==> config.mk <==
export PLATFORM = sky130hd
export DESIGN_NAME = weighted_random_queue_picker_core
export DESIGN_NICKNAME = d
export VERILOG_FILES = /design/src/rtl/wrqp_pkg.sv /design/src/rtl/wrqp_pick.sv /design/src/rtl/weighted_random_queue_picker_core.sv
export SDC_FILE = /design/constraint.sdc
export NUM_CORES = 1
export LEC_CHECK = 0
export BUFFER_PORTS_ARGS = -buffer_cell sky130_fd_sc_hd__buf_2
export CAP_MARGIN = 20
export CELL_PAD_IN_SITES_DETAIL_PLACEMENT = 0
export CELL_PAD_IN_SITES_GLOBAL_PLACEMENT = 1
export CORE_MARGIN = 4
export CORE_UTILIZATION = 40
export DETAILED_ROUTE_END_ITERATION = 8
export GPL_TIMING_DRIVEN = 0
export MAX_ROUTING_LAYER = met4
export PLACE_DENSITY_LB_ADDON = 0.25
export SYNTH_ARGS = -nofsm -noshare
export SYNTH_HDL_FRONTEND = slang
export SYNTH_SLANG_ARGS = --single-unit
==> constraint.sdc <==
create_clock -name clk -period 21.7 [get_ports clk]
set_input_delay 2.17 -clock clk [delete_from_list [all_inputs] [get_ports clk]]
set_output_delay 2.17 -clock clk [all_outputs]
set_load 0.005 [all_outputs]
==> src/rtl/wrqp_pkg.sv <==
// ----------------------------------------------------------------------------
// wrqp_pkg
// Shared types and constants of the weighted random queue picker: payload
// structs of the request and response channels, field widths and the
// configuration register map.
// ----------------------------------------------------------------------------
package wrqp_pkg;

    // Field widths
    localparam int MASK_W      = 4;
    localparam int RANDOM_BITS = 16;
    localparam int WEIGHT_W    = 8;
    localparam int QUEUE_W     = 2;
    localparam int CFG_INDEX_W = 8;

    // Default queue count, handed to the top level
    localparam int NUM_QUEUES_DEF = 4;

    // Weight after reset
    localparam logic [WEIGHT_W-1:0] WEIGHT_RESET = WEIGHT_W'(1);

    // Configuration register map
    localparam logic [CFG_INDEX_W-1:0] REG_WEIGHT_Q0 = CFG_INDEX_W'(0);
    localparam logic [CFG_INDEX_W-1:0] REG_WEIGHT_Q1 = CFG_INDEX_W'(1);
    localparam logic [CFG_INDEX_W-1:0] REG_WEIGHT_Q2 = CFG_INDEX_W'(2);
    localparam logic [CFG_INDEX_W-1:0] REG_WEIGHT_Q3 = CFG_INDEX_W'(3);

    // Request payload
    typedef struct packed {
        logic [MASK_W-1:0]      nonempty_mask;
        logic [RANDOM_BITS-1:0] random_fraction;
    } req_t;

    // Response payload
    typedef struct packed {
        logic               grant_valid;
        logic [QUEUE_W-1:0] grant_queue;
    } rsp_t;

endpackage

==> src/rtl/wrqp_pick.sv <==
// ----------------------------------------------------------------------------
// wrqp_pick
// Lottery selection: sums the weights of the non-empty queues, scales the
// random fraction by that total and finds the queue whose weight interval
// holds the scaled value.
// ----------------------------------------------------------------------------
module wrqp_pick #(
    parameter int NUM_QUEUES = wrqp_pkg::NUM_QUEUES_DEF
) (
    input  logic [NUM_QUEUES-1:0][wrqp_pkg::WEIGHT_W-1:0] weights,
    input  wrqp_pkg::req_t                                 req,
    output wrqp_pkg::rsp_t                                 rsp
);

    localparam int TOTAL_W = wrqp_pkg::WEIGHT_W + $clog2(NUM_QUEUES);
    localparam int PROD_W  = TOTAL_W + wrqp_pkg::RANDOM_BITS;

    logic [NUM_QUEUES-1:0][TOTAL_W-1:0] edge_sum;
    logic [TOTAL_W-1:0]                 total;
    logic [PROD_W-1:0]                  product;
    logic [TOTAL_W-1:0]                 scaled;

    // Running sums of the weights of non-empty queues, in index order
    always_comb
    begin
        logic [TOTAL_W-1:0] acc;
        acc = '0;
        for (int i = 0; i < NUM_QUEUES; i++)
        begin
            if (req.nonempty_mask[i])
            begin
                acc = acc + TOTAL_W'(weights[i]);
            end
            edge_sum[i] = acc;
        end
    end

    assign total   = edge_sum[NUM_QUEUES-1];
    assign product = PROD_W'(total) * PROD_W'(req.random_fraction);
    assign scaled  = product[PROD_W-1:wrqp_pkg::RANDOM_BITS];

    // First non-empty queue whose upper edge lies above the scaled value.
    // An empty total gives scaled zero and no hit.
    always_comb
    begin
        rsp.grant_valid = 1'b0;
        rsp.grant_queue = '0;
        for (int i = 0; i < NUM_QUEUES; i++)
        begin
            if (!rsp.grant_valid && req.nonempty_mask[i] && (scaled < edge_sum[i]))
            begin
                rsp.grant_valid = 1'b1;
                rsp.grant_queue = wrqp_pkg::QUEUE_W'(i);
            end
        end
    end

endmodule

==> src/rtl/weighted_random_queue_picker_core.sv <==
// ----------------------------------------------------------------------------
// weighted_random_queue_picker_core
// Lottery scheduler: grants one of the non-empty queues with probability in
// proportion to its programmed weight.
// ----------------------------------------------------------------------------
// Usage:
//   cfg channel  - cfg_index selects a weight register (0..3 for queues
//                  0..3), cfg_data is the new weight. cfg_ready is always
//                  high; writes to an index past the queue count are dropped.
//                  Write weights only while no request is in flight.
//   req channel  - one transfer per decision: non-empty mask and a uniform
//                  random fraction.
//   rsp channel  - one transfer per request, in order: grant_valid and the
//                  granted queue (queue 0 with grant_valid low when no queue
//                  is non-empty or all their weights are zero).
// A request transfer loads the request register; the weight sum, the
// multiply by the fraction and the interval compare then settle into the
// response register, which raises rsp_valid once it loads.
// Throughput is one request per cycle while rsp_ready stays high.
// When the receiver stalls, the response register holds and the request
// register fills; req_ready then drops until rsp_ready returns.
// Reset empties both registers and sets every weight to 1.
// ----------------------------------------------------------------------------
module weighted_random_queue_picker_core #(
    parameter int NUM_QUEUES = wrqp_pkg::NUM_QUEUES_DEF
) (
    input  logic                             clk,
    input  logic                             rst_n,

    input  logic                             cfg_valid,
    output logic                             cfg_ready,
    input  logic [wrqp_pkg::CFG_INDEX_W-1:0] cfg_index,
    input  logic [wrqp_pkg::WEIGHT_W-1:0]    cfg_data,

    input  logic                             req_valid,
    output logic                             req_ready,
    input  wrqp_pkg::req_t                   req_data,

    output logic                             rsp_valid,
    input  logic                             rsp_ready,
    output wrqp_pkg::rsp_t                   rsp_data
);

    logic [NUM_QUEUES-1:0][wrqp_pkg::WEIGHT_W-1:0] weight_reg;

    logic           s1_valid_reg;
    wrqp_pkg::req_t s1_req_reg;
    logic           rsp_valid_reg;
    wrqp_pkg::rsp_t rsp_reg;
    wrqp_pkg::rsp_t rsp_next;
    logic           rsp_load;

    // Weight registers
    assign cfg_ready = 1'b1;

    always_ff @(posedge clk or negedge rst_n)
    begin
        if (!rst_n)
        begin
            for (int i = 0; i < NUM_QUEUES; i++)
            begin
                weight_reg[i] <= wrqp_pkg::WEIGHT_RESET;
            end
        end
        else if (cfg_valid && cfg_ready)
        begin
            for (int i = 0; i < NUM_QUEUES; i++)
            begin
                if (cfg_index == (wrqp_pkg::REG_WEIGHT_Q0 + wrqp_pkg::CFG_INDEX_W'(i)))
                begin
                    weight_reg[i] <= cfg_data;
                end
            end
        end
    end

    // Pipeline control: response register loads when it is free or drained
    assign rsp_load  = s1_valid_reg && (!rsp_valid_reg || rsp_ready);
    assign req_ready = !s1_valid_reg || rsp_load;

    // Request register
    always_ff @(posedge clk or negedge rst_n)
    begin
        if (!rst_n)
        begin
            s1_valid_reg <= 1'b0;
        end
        else if (req_ready)
        begin
            s1_valid_reg <= req_valid;
        end
    end

    always_ff @(posedge clk)
    begin
        if (req_valid && req_ready)
        begin
            s1_req_reg <= req_data;
        end
    end

    // Lottery selection
    wrqp_pick #(
        .NUM_QUEUES (NUM_QUEUES)
    ) u_pick (
        .weights (weight_reg),
        .req     (s1_req_reg),
        .rsp     (rsp_next)
    );

    // Response register
    always_ff @(posedge clk or negedge rst_n)
    begin
        if (!rst_n)
        begin
            rsp_valid_reg <= 1'b0;
        end
        else if (rsp_load)
        begin
            rsp_valid_reg <= 1'b1;
        end
        else if (rsp_ready)
        begin
            rsp_valid_reg <= 1'b0;
        end
    end

    always_ff @(posedge clk)
    begin
        if (rsp_load)
        begin
            rsp_reg <= rsp_next;
        end
    end

    assign rsp_valid = rsp_valid_reg;
    assign rsp_data  = rsp_reg;

`ifndef SYNTHESIS
    // A response without a grant carries queue zero
    a_nogrant_zero: assert property (@(posedge clk) disable iff (!rst_n)
        rsp_valid_reg && !rsp_reg.grant_valid |-> rsp_reg.grant_queue == '0)
        else $error("response without grant carries a non-zero queue");

    // A granted queue exists
    a_grant_range: assert property (@(posedge clk) disable iff (!rst_n)
        rsp_valid_reg && rsp_reg.grant_valid
            |-> 32'(rsp_reg.grant_queue) < NUM_QUEUES)
        else $error("granted queue beyond queue count");

    // A waiting request is neither lost nor overwritten
    a_s1_hold: assert property (@(posedge clk) disable iff (!rst_n)
        s1_valid_reg && !rsp_load |=> s1_valid_reg && $stable(s1_req_reg))
        else $error("stalled request lost or changed");

    // A loaded response is offered next cycle
    a_rsp_load: assert property (@(posedge clk) disable iff (!rst_n)
        rsp_load |=> rsp_valid_reg)
        else $error("loaded response not offered");
`endif

endmodule

Word level (Yosys, flattened, before mapping). Index checks and enable logic that the tools add are counted.

Bits in registers: 57. Input port bits: 41. Output and inout port bits: 6. Logic and storage cells: 54.

Add/sub/neg operators: 3. Multiply operators: 1. Order comparisons: 4. Equal/unequal tests: 3. Mux-type cells: 9. Reduce and logical (&&, ||, !) cells: 23.

Operator list (number): $lt 10x10->1 (4); $mux 10 (3); $mul 10x16->26 (1); $add 10x8->10 (2); $eq 8x2->1 const B (2); $add 8x8->9 (1); $logic_and 1x1->1 (9); $mux 3 (3); $eq 8x1->1 const B (1); $logic_not 8->1 (1); $mux 8 (1); $reduce_and 2->1 (4); $logic_not 1->1 (5); $logic_or 1x1->1 (2); $mux 1 (2); $reduce_bool 2->1 (1); $reduce_or 2->1 (1).

Depth between registers and ports, before layout. Gate-level depths: netlist of the first run.

Word-level depth: 23. Depth in mapped cells: 54.

By module. Synthesis of the first run repeated with hierarchy kept, for this count alone.

Cell total of the unflattened synthesis: 1035. Area, all modules: 9395.3 µm².

By module, submodules not included: wrqp_pick (instances 1, cells an instance 931, area each 7338.3 µm²); weighted_random_queue_picker_core (instances 1, cells an instance 104, area each 2057.0 µm²).

Worst setup path after synthesis of the first run. OpenSTA, ideal clock, no wires.

Kind: register -> register. From: register s1_req_reg[16] (netlist bit). To: register rsp_reg, in the netlist rsp_data[0] (data pin). Setup time: 0.262 ns. Arrival time: 10.692 ns. Data required time: 21.438 ns. Path slack: 10.747 ns. Cell stages (with the launch flop): 51. Path buffers: 1. Path through: edfxtp_1 -> buf_2 -> nand2_1 -> inv_1 -> ha_1 -> maj3_2 -> a21oi_2 -> xnor2_1 -> nand2_1 -> xnor2_1 -> inv_1 -> ha_1 -> inv_1 -> o21bai_1 -> a2111oi_0 -> o31a_1 -> o21ai_0 -> a21boi_2 -> (+15 left out) -> ha_1 -> a21oi_1 -> o21bai_1 -> a221oi_1 -> a21boi_2 -> o21a_1 -> nor2_1 -> xnor2_1 -> ha_1 -> a21o_1 -> a21o_1 -> a21oi_1 -> nor2_1 -> a2111oi_0 -> nor2_1 -> a2111oi_2 -> nand2b_1 -> a21oi_1.

Longest elaborated chain between the ends: 22. Elaborated cells between the ends (all ways): 25. Those cells by class: add/sub: 3; mul: 1; order compare: 4; mux: 7; reduce/logical: 10.

RTL lines: start: declaration (line weighted_random_queue_picker_core.sv:47) `wrqp_pkg::req_t s1_req_reg;`; start signal: assignment (line weighted_random_queue_picker_core.sv:98) `s1_req_reg <= req_data;`; $mux 8 (line wrqp_pick.sv:30) `if (req.nonempty_mask[i])`; $add 8x8->9 (line wrqp_pick.sv:32) `acc = acc + TOTAL_W'(weights[i]);`; $mux 10 (line wrqp_pick.sv:30); $add 10x8->10 (line wrqp_pick.sv:32); $mux 10 (line wrqp_pick.sv:30); $add 10x8->10 (line wrqp_pick.sv:32); $mux 10 (line wrqp_pick.sv:30); $mul 10x16->26 (line wrqp_pick.sv:39) `assign product = PROD_W'(total) * PROD_W'(req.random_fraction);`; (+3 left out); $logic_not 1->1 (line wrqp_pick.sv:50) `if (!rsp.grant_valid && req.nonempty_mask[i] && (scaled < edge_sum[i]))`; $logic_and 1x1->1 (2 in series) (line wrqp_pick.sv:50); $mux 3 (line wrqp_pick.sv:50); $logic_not 1->1 (line wrqp_pick.sv:50); $logic_and 1x1->1 (2 in series) (line wrqp_pick.sv:50); $mux 3 (line wrqp_pick.sv:50); $logic_not 1->1 (line wrqp_pick.sv:50); $logic_and 1x1->1 (2 in series) (line wrqp_pick.sv:50); end signal: assignment (line weighted_random_queue_picker_core.sv:132) `rsp_reg <= rsp_next;`; end: declaration (line weighted_random_queue_picker_core.sv:49) `wrqp_pkg::rsp_t rsp_reg;`.

Several ways; a longest one is shown, not always the timed one. A chain may end at the register's enable or synchronous reset.

Worst setup path in the final report of the first run.
From: register s1_req_reg[16] (netlist bit). To: register rsp_reg, in the netlist rsp_data[1] (data pin).

Longest elaborated chain between the ends: 23. Elaborated cells between the ends (all ways): 26. Those cells by class: add/sub: 3; mul: 1; order compare: 4; mux: 7; reduce/logical: 11.

RTL lines (line): $mux 8 (wrqp_pick.sv:30); $add 8x8->9 (wrqp_pick.sv:32); $mux 10 (wrqp_pick.sv:30); $add 10x8->10 (wrqp_pick.sv:32); $mux 10 (wrqp_pick.sv:30); $add 10x8->10 (wrqp_pick.sv:32); $mux 10 (wrqp_pick.sv:30); $mul 10x16->26 (wrqp_pick.sv:39); (+4 left out); $logic_and 1x1->1 (2 in series) (wrqp_pick.sv:50); $mux 3 (wrqp_pick.sv:50); $logic_not 1->1 (wrqp_pick.sv:50); $logic_and 1x1->1 (2 in series) (wrqp_pick.sv:50); $mux 3 (wrqp_pick.sv:50); $logic_not 1->1 (wrqp_pick.sv:50); $logic_and 1x1->1 (2 in series) (wrqp_pick.sv:50); $reduce_or 2->1 (no line).

Several ways; a longest one is shown, not always the timed one.

==> out/qor.txt, run 1 <==
Outcome - finished clean
Arrival @ worst endpoint - 13.10 ns
Clk Latency, worst-skew pair - 0.35 ns
Pin count of the biggest net entering global routing - 35
GPL Wtd Cong - 0.839
Synth top area cells - fa_1, ha_1, dfrtp_1, inv_1, edfxtp_1
FP Rows - 55
1st-pass router iterations - 4
Critical path type - reg2reg
Slew Viols, Final - 0
FF+latch area - 1550 um^2
Max rail drop VDD - 0.0000413 V
Max-cap violations - 0
Worst setup margin - 8.79 ns
Synth Instances - 1005
Unique masters post-synth - 78
Post-synth top area share - 0.241
Vias per inst - 5.07
Endpoint type of the worst setup path - flip-flop
Max FFs per register - 32
Cell repeated most along the worst path - ha_1
Ports - 47
Die area - 25500 um^2
Highest-delay cell along the critical path - a221oi_1
Antenna Nets Post-Route - 0
Fmax - 0.0774 GHz
CTS tree - done
Port Buffers - 45
CTS Hold Buffers Added - 0
Switching part of the total - 0.451
PD cells - 62.7 nW/um^2
Most frequent cell after synthesis - inv_1
Crit path max fanout - 10
# nets final - 1329
CTS buffer count - 9
Sequential share of power - 0.199
DRC - 0
Initial Util - 0.407
First-pass GRT wire length - 38.5 mm
Synth Flop Type - dfrtp_1
P_int - 348 uW
Area of the mapped netlist - 9200 um^2
Proportion of layout cells with a drive suffix above 1 - 0.136
Endpoints failing setup - 0
Clock Path Buffers - 2
Placement Setup Slack - 8.86 ns
WP data required - 21.89 ns
Die X - 160 um
Syn-to-layout area delta - 9.71%
Synth cell count leaders - inv_1, ha_1, nand2_1
Setup TNS - 0 ns
Post-Syn Nets - 1271
HPWL Detailed - 18.1 mm
ANT cells - 0
RSZ-0062 raised after global routing - false
Fin. Hold Viols - 0
Area leader, netlist - fa_1
Number of synthesized flops with an enable pin - 23
Combinational power share - 0.585
Sequential share of the synthesized area - 0.168
Yosys warning total - 0
Final period utilization - 0.595
Crit-path max cell delay - 0.72 ns
Post-CTS Setup Repair Bufs - 0
Average routed wire per standard cell - 16.7 um
Die height - 160 um
Post-Route WL - 22.6 mm
P_leak - 5.10 nW
Gr usage total - 0.195
Core Box Area - 22600 um^2
Least-Margin Pin Slew - 0.841 ns
Root Driver - clkbuf_16
Minimum clock period after layout - 12.91 ns
Initial DRC Count - 211
Clk slew on worst S/H paths - 0.06 ns
Synthesized area per cell - 9.16 um^2
Clock skew - 0.0117 ns
Vias post-DR - 6859
# fillers - 2253
HP Class - reg2reg
Clock power share - 0.216
Crit path launch type - flip-flop
Switching power - 285 uW
Yosys reg bits - 57
Ys async rst share - 0.596
H-tree Lvls - 3
Vias in the first global route - 7376
Initial antenna violation count - 0
Global route overflow - 0
CTS resizes - 0
Multi-input logic area - 6780 um^2
Slew margin rel. - 0.436
Number of clock sinks - 57
-- final timing paths --
kind,cells past startpoint,start,end,slack [ns]
setup / recovery,48,s1_req_reg[16],rsp_data[1],8.79
hold / removal,1,s1_valid_reg,rsp_valid,0.49
setup reg to reg,48,s1_req_reg[16],rsp_data[1],8.79
hold reg to reg,1,s1_valid_reg,rsp_valid,0.49
max in group asynchronous,1,rst_n,weight_reg[25],19.28
min in group asynchronous,1,rst_n,weight_reg[11],1.92
-- placed cells by master (no fill, tap or decap), types with 8 or more instances in the layout --
| master | synthesis | final |
|---|---|---|
| o21a_1 | 10 | 10 |
| nand2_1 | 114 | 114 |
| nand4_1 | 9 | 9 |
| nor3_1 | 15 | 15 |
| buf_1 | 12 | 12 |
| inv_1 | 192 | 192 |
| edfxtp_1 | 23 | 23 |
| ha_1 | 114 | 114 |
| nand3b_1 | 8 | 8 |
| nor2b_1 | 12 | 12 |
| xnor2_1 | 16 | 16 |
| fa_1 | 111 | 111 |
| o21ai_0 | 27 | 27 |
| nor2_1 | 40 | 40 |
| a21oi_1 | 29 | 29 |
| nand3_1 | 9 | 9 |
| mux2_2 | 33 | 33 |
| buf_2 | 5 | 51 |
| dfrtp_1 | 30 | 30 |
| a21o_1 | 13 | 13 |
| clkbuf_16 | 0 | 9 |
| and2_1 | 71 | 71 |
-- power by group through the flow --
stage          combinational, mW  sequential, mW  clock (mW)
2_1_floorplan              0.275           0.126           0
3_3_place_gp               0.370           0.128           0
3_5_place_dp               0.373           0.128           0
4_1_cts                    0.377           0.126       0.142
5_1_grt                    0.433           0.127       0.147
6_report                   0.370           0.126       0.137
-- worst max-delay path, delay by kind of cell, from the launching register on --
family	cells	cell delay [ns]
XOR/XNOR	3	0.99
flip-flops	1	0.47
AND/OR/NAND/NOR	8	0.98
buffers and inverters	7	0.86
adder cells (fa/ha/maj)	11	4.34
AO/OA/AOI/OAI	19	5.09
-- cells by family (layout without fill, tap and decap cells) --
family | Yosys count | in the layout | synth area share
AO/OA/AOI/OAI | 132 | 132 | 0.102
XOR/XNOR | 22 | 22 | 0.0209
adder cells (fa/ha/maj) | 226 | 226 | 0.398
buffers and inverters | 223 | 286 | 0.0950
flip-flops | 57 | 57 | 0.168
multiplexers | 35 | 35 | 0.0426
other | 1 | 1 | 0.000407
AND/OR/NAND/NOR | 309 | 309 | 0.173
-- stage by stage --
step / hold WS, ns / area, um^2 / cells / utilization / total power [mW]
after floorplan: 0.449 / 9200 / 1005 / - / 0.401
after global placement: 0.474 / 9790 / 1335 / 0.432 / 0.498
after detailed placement: 0.479 / 9820 / 1337 / 0.434 / 0.501
after CTS: 0.492 / 10100 / 1353 / 0.446 / 0.645
after global routing: 0.533 / 10100 / 1353 / 0.446 / 0.706
final: 0.491 / 10100 / 1353 / 0.446 / 0.633
-- per-layer routing --
metal  part of all wire  GRT usage  routed length (um)  up-vias
li1                   -          -                   -     3367
met1               0.48      0.266               10900     3385
met2               0.48      0.314               10800       90
met3              0.031     0.0261                 690       17
met4             0.0098     0.0363                 221        0
met5                  0          -                   0        -
-- final cells by class --
type | count | share of cell area
Sequential cell | 57 | 0.153
Inverter | 194 | 0.0722
Clock inverter | 7 | 0.00533
Tap cell | 285 | 0.0353
Multi-Input combinational cell | 725 | 0.672
Clock buffer | 9 | 0.0223
Timing Repair Buffer | 47 | 0.0255
Buffer | 29 | 0.0144
Note: power is estimated with default switching activity, not from simulation.
==> inputs of run 2 (changes only) <==
==> constraint.sdc (replaced) <==
create_clock -name clk -period 12.9 [get_ports clk]
set_input_delay 1.29 -clock clk [delete_from_list [all_inputs] [get_ports clk]]
set_output_delay 1.29 -clock clk [all_outputs]
set_load 0.005 [all_outputs]
==> out/qor.txt, run 2 (synthesized netlist as in run 1, its figures left out) <==
Outcome - finished clean
Crit path launch type - flip-flop
1st-pass router iterations - 4
Antenna Nets Post-Route - 0
Arrival @ worst endpoint - 12.20 ns
Minimum clock period after layout - 12.01 ns
Sequential share of power - 0.197
Register-to-Register Path Depth - 52
H-tree Lvls - 3
M1 GR Usage - 0.266
Initial antenna violation count - 0
Setup TNS - 0 ns
Critical R2R Capture - rsp_data[1]
Global routing's busiest layer - met2
Average routed wire per standard cell - 16.7 um
Crit-path max cell delay - 0.56 ns
Syn-to-layout area delta - 10.4%
First-pass GRT wire length - 38.6 mm
Clk slew on worst S/H paths - 0.06 ns
Switching part of the total - 0.452
Pin count of the biggest net entering global routing - 35
HP Class - reg2reg
Max rail drop VDD - 0.0000700 V
Max-cap violations - 0
Commonest non-fill, non-tap cell in the layout - inv_1
Least-Margin Pin Slew - 0.826 ns
GPL Wtd Cong - 0.839
Crit path max fanout - 10
Delay-heaviest family, CP - adder cells
P_int - 590 uW
Initial Util - 0.407
Clock skew - 0.0109 ns
Port Buffers - 45
Vias in the first global route - 7391
WP data required - 13.09 ns
Clk Latency, worst-skew pair - 0.35 ns
Proportion of layout cells with a drive suffix above 1 - 0.143
Post-Route WL - 22.6 mm
Highest-delay cell along the critical path - fa_1
Clock power share - 0.214
Buf/Inv on CP - 8
DRC - 0
HPWL Detailed - 18.1 mm
ANT cells - 0
Initial DRC Count - 221
PD cells - 106 nW/um^2
CTS Hold Buffers Added - 0
Core Box Area - 22600 um^2
Hold Path Sink - rsp_valid
Endpoints failing setup - 0
Final Core Density - 0.449
Clock Path Buffers - 2
Most frequent cells in the layout - inv_1, nand2_1, ha_1
Die X - 160 um
Vias per inst - 5.08
# nets final - 1331
Hold wc startpoint - s1_valid_reg
CTS tree - done
GR Util met3 - 0.0261
Met2 global-route usage - 0.315
R2r startpoint - s1_req_reg[16]
Reg2Reg Setup Slack - 0.89 ns
Switching power - 486 uW
Fin. Hold Viols - 0
Root Driver - clkbuf_16
Min Hold Slack - 0.495 ns
Max FFs per register - 32
Vias post-DR - 6884
Die height - 160 um
Endpoint type of the worst setup path - flip-flop
Number of clock sinks - 57
Die area - 25500 um^2
Critical path type - reg2reg
P_leak - 5.13 nW
Slew Viols, Final - 0
Global route overflow - 0
Cell repeated most along the worst path - ha_1
CTS buffer count - 9
Gr usage total - 0.195
Slew margin rel. - 0.446
FP Rows - 55
Combinational power share - 0.589
Fmax - 0.0833 GHz
Final period utilization - 0.931
Hold depth - 1
Ports - 47
==> run 2: power by group through the flow <==
| stage | Clock (mW) | Sequential [mW] | Combinational [mW] |
|---|---|---|---|
| floorplan | 0 | 0.212 | 0.462 |
| global placement | 0 | 0.215 | 0.623 |
| detailed placement | 0 | 0.215 | 0.627 |
| CTS | 0.239 | 0.212 | 0.637 |
| global route | 0.247 | 0.213 | 0.738 |
| finish | 0.231 | 0.212 | 0.634 |
==> run 2: per-stage QoR <==
stage / power [mW] / worst slack [ns] / instances / area [um^2]
5_1_grt: 1.20 / -0.00491 / 1355 / 10200
3_5_place_dp: 0.842 / 0.0646 / 1337 / 9820
6_report: 1.08 / 0.893 / 1355 / 10200
3_3_place_gp: 0.838 / -0.0109 / 1335 / 9790
2_1_floorplan: 0.674 / 1.95 / 1005 / 9200
4_1_cts: 1.09 / 0.192 / 1353 / 10100
==> run 2: layer usage <==
metal	routed length (um)	vias up
met2	10800	86
met5	0	-
met4	221	0
met1	10900	3417
li1	-	3366
met3	642	15
==> run 2: final cells by class <==
cell class                 instances  area, um^2
buffer                            29         145
tap                              285         357
inverter                         194         729
clock inverter                     7        53.8
timing repair buffer              49         273
multi-input combinational        725        6830
fill                            2252       12500
sequential                        57        1550
clock buffer                       9         225
==> run 2: what timing repair did <==
item | CTS | global route
gates cloned | 0 | 0
gates resized for setup | 1 | 7
buffers inserted | 0 | 2
pin swaps | 0 | 2
endpoints found under the setup margin | 2 | 3
==> run 2: worst max path at each step <==
stage                        start     endpoint  cells after the start
floorplan           s1_req_reg[16]  rsp_data[0]                     50
global placement    s1_req_reg[16]  rsp_data[1]                     49
detailed placement  s1_req_reg[16]  rsp_data[0]                     49
CTS                 s1_req_reg[16]  rsp_data[1]                     49
global route        s1_req_reg[16]  rsp_data[1]                     53
finish              s1_req_reg[16]  rsp_data[1]                     52
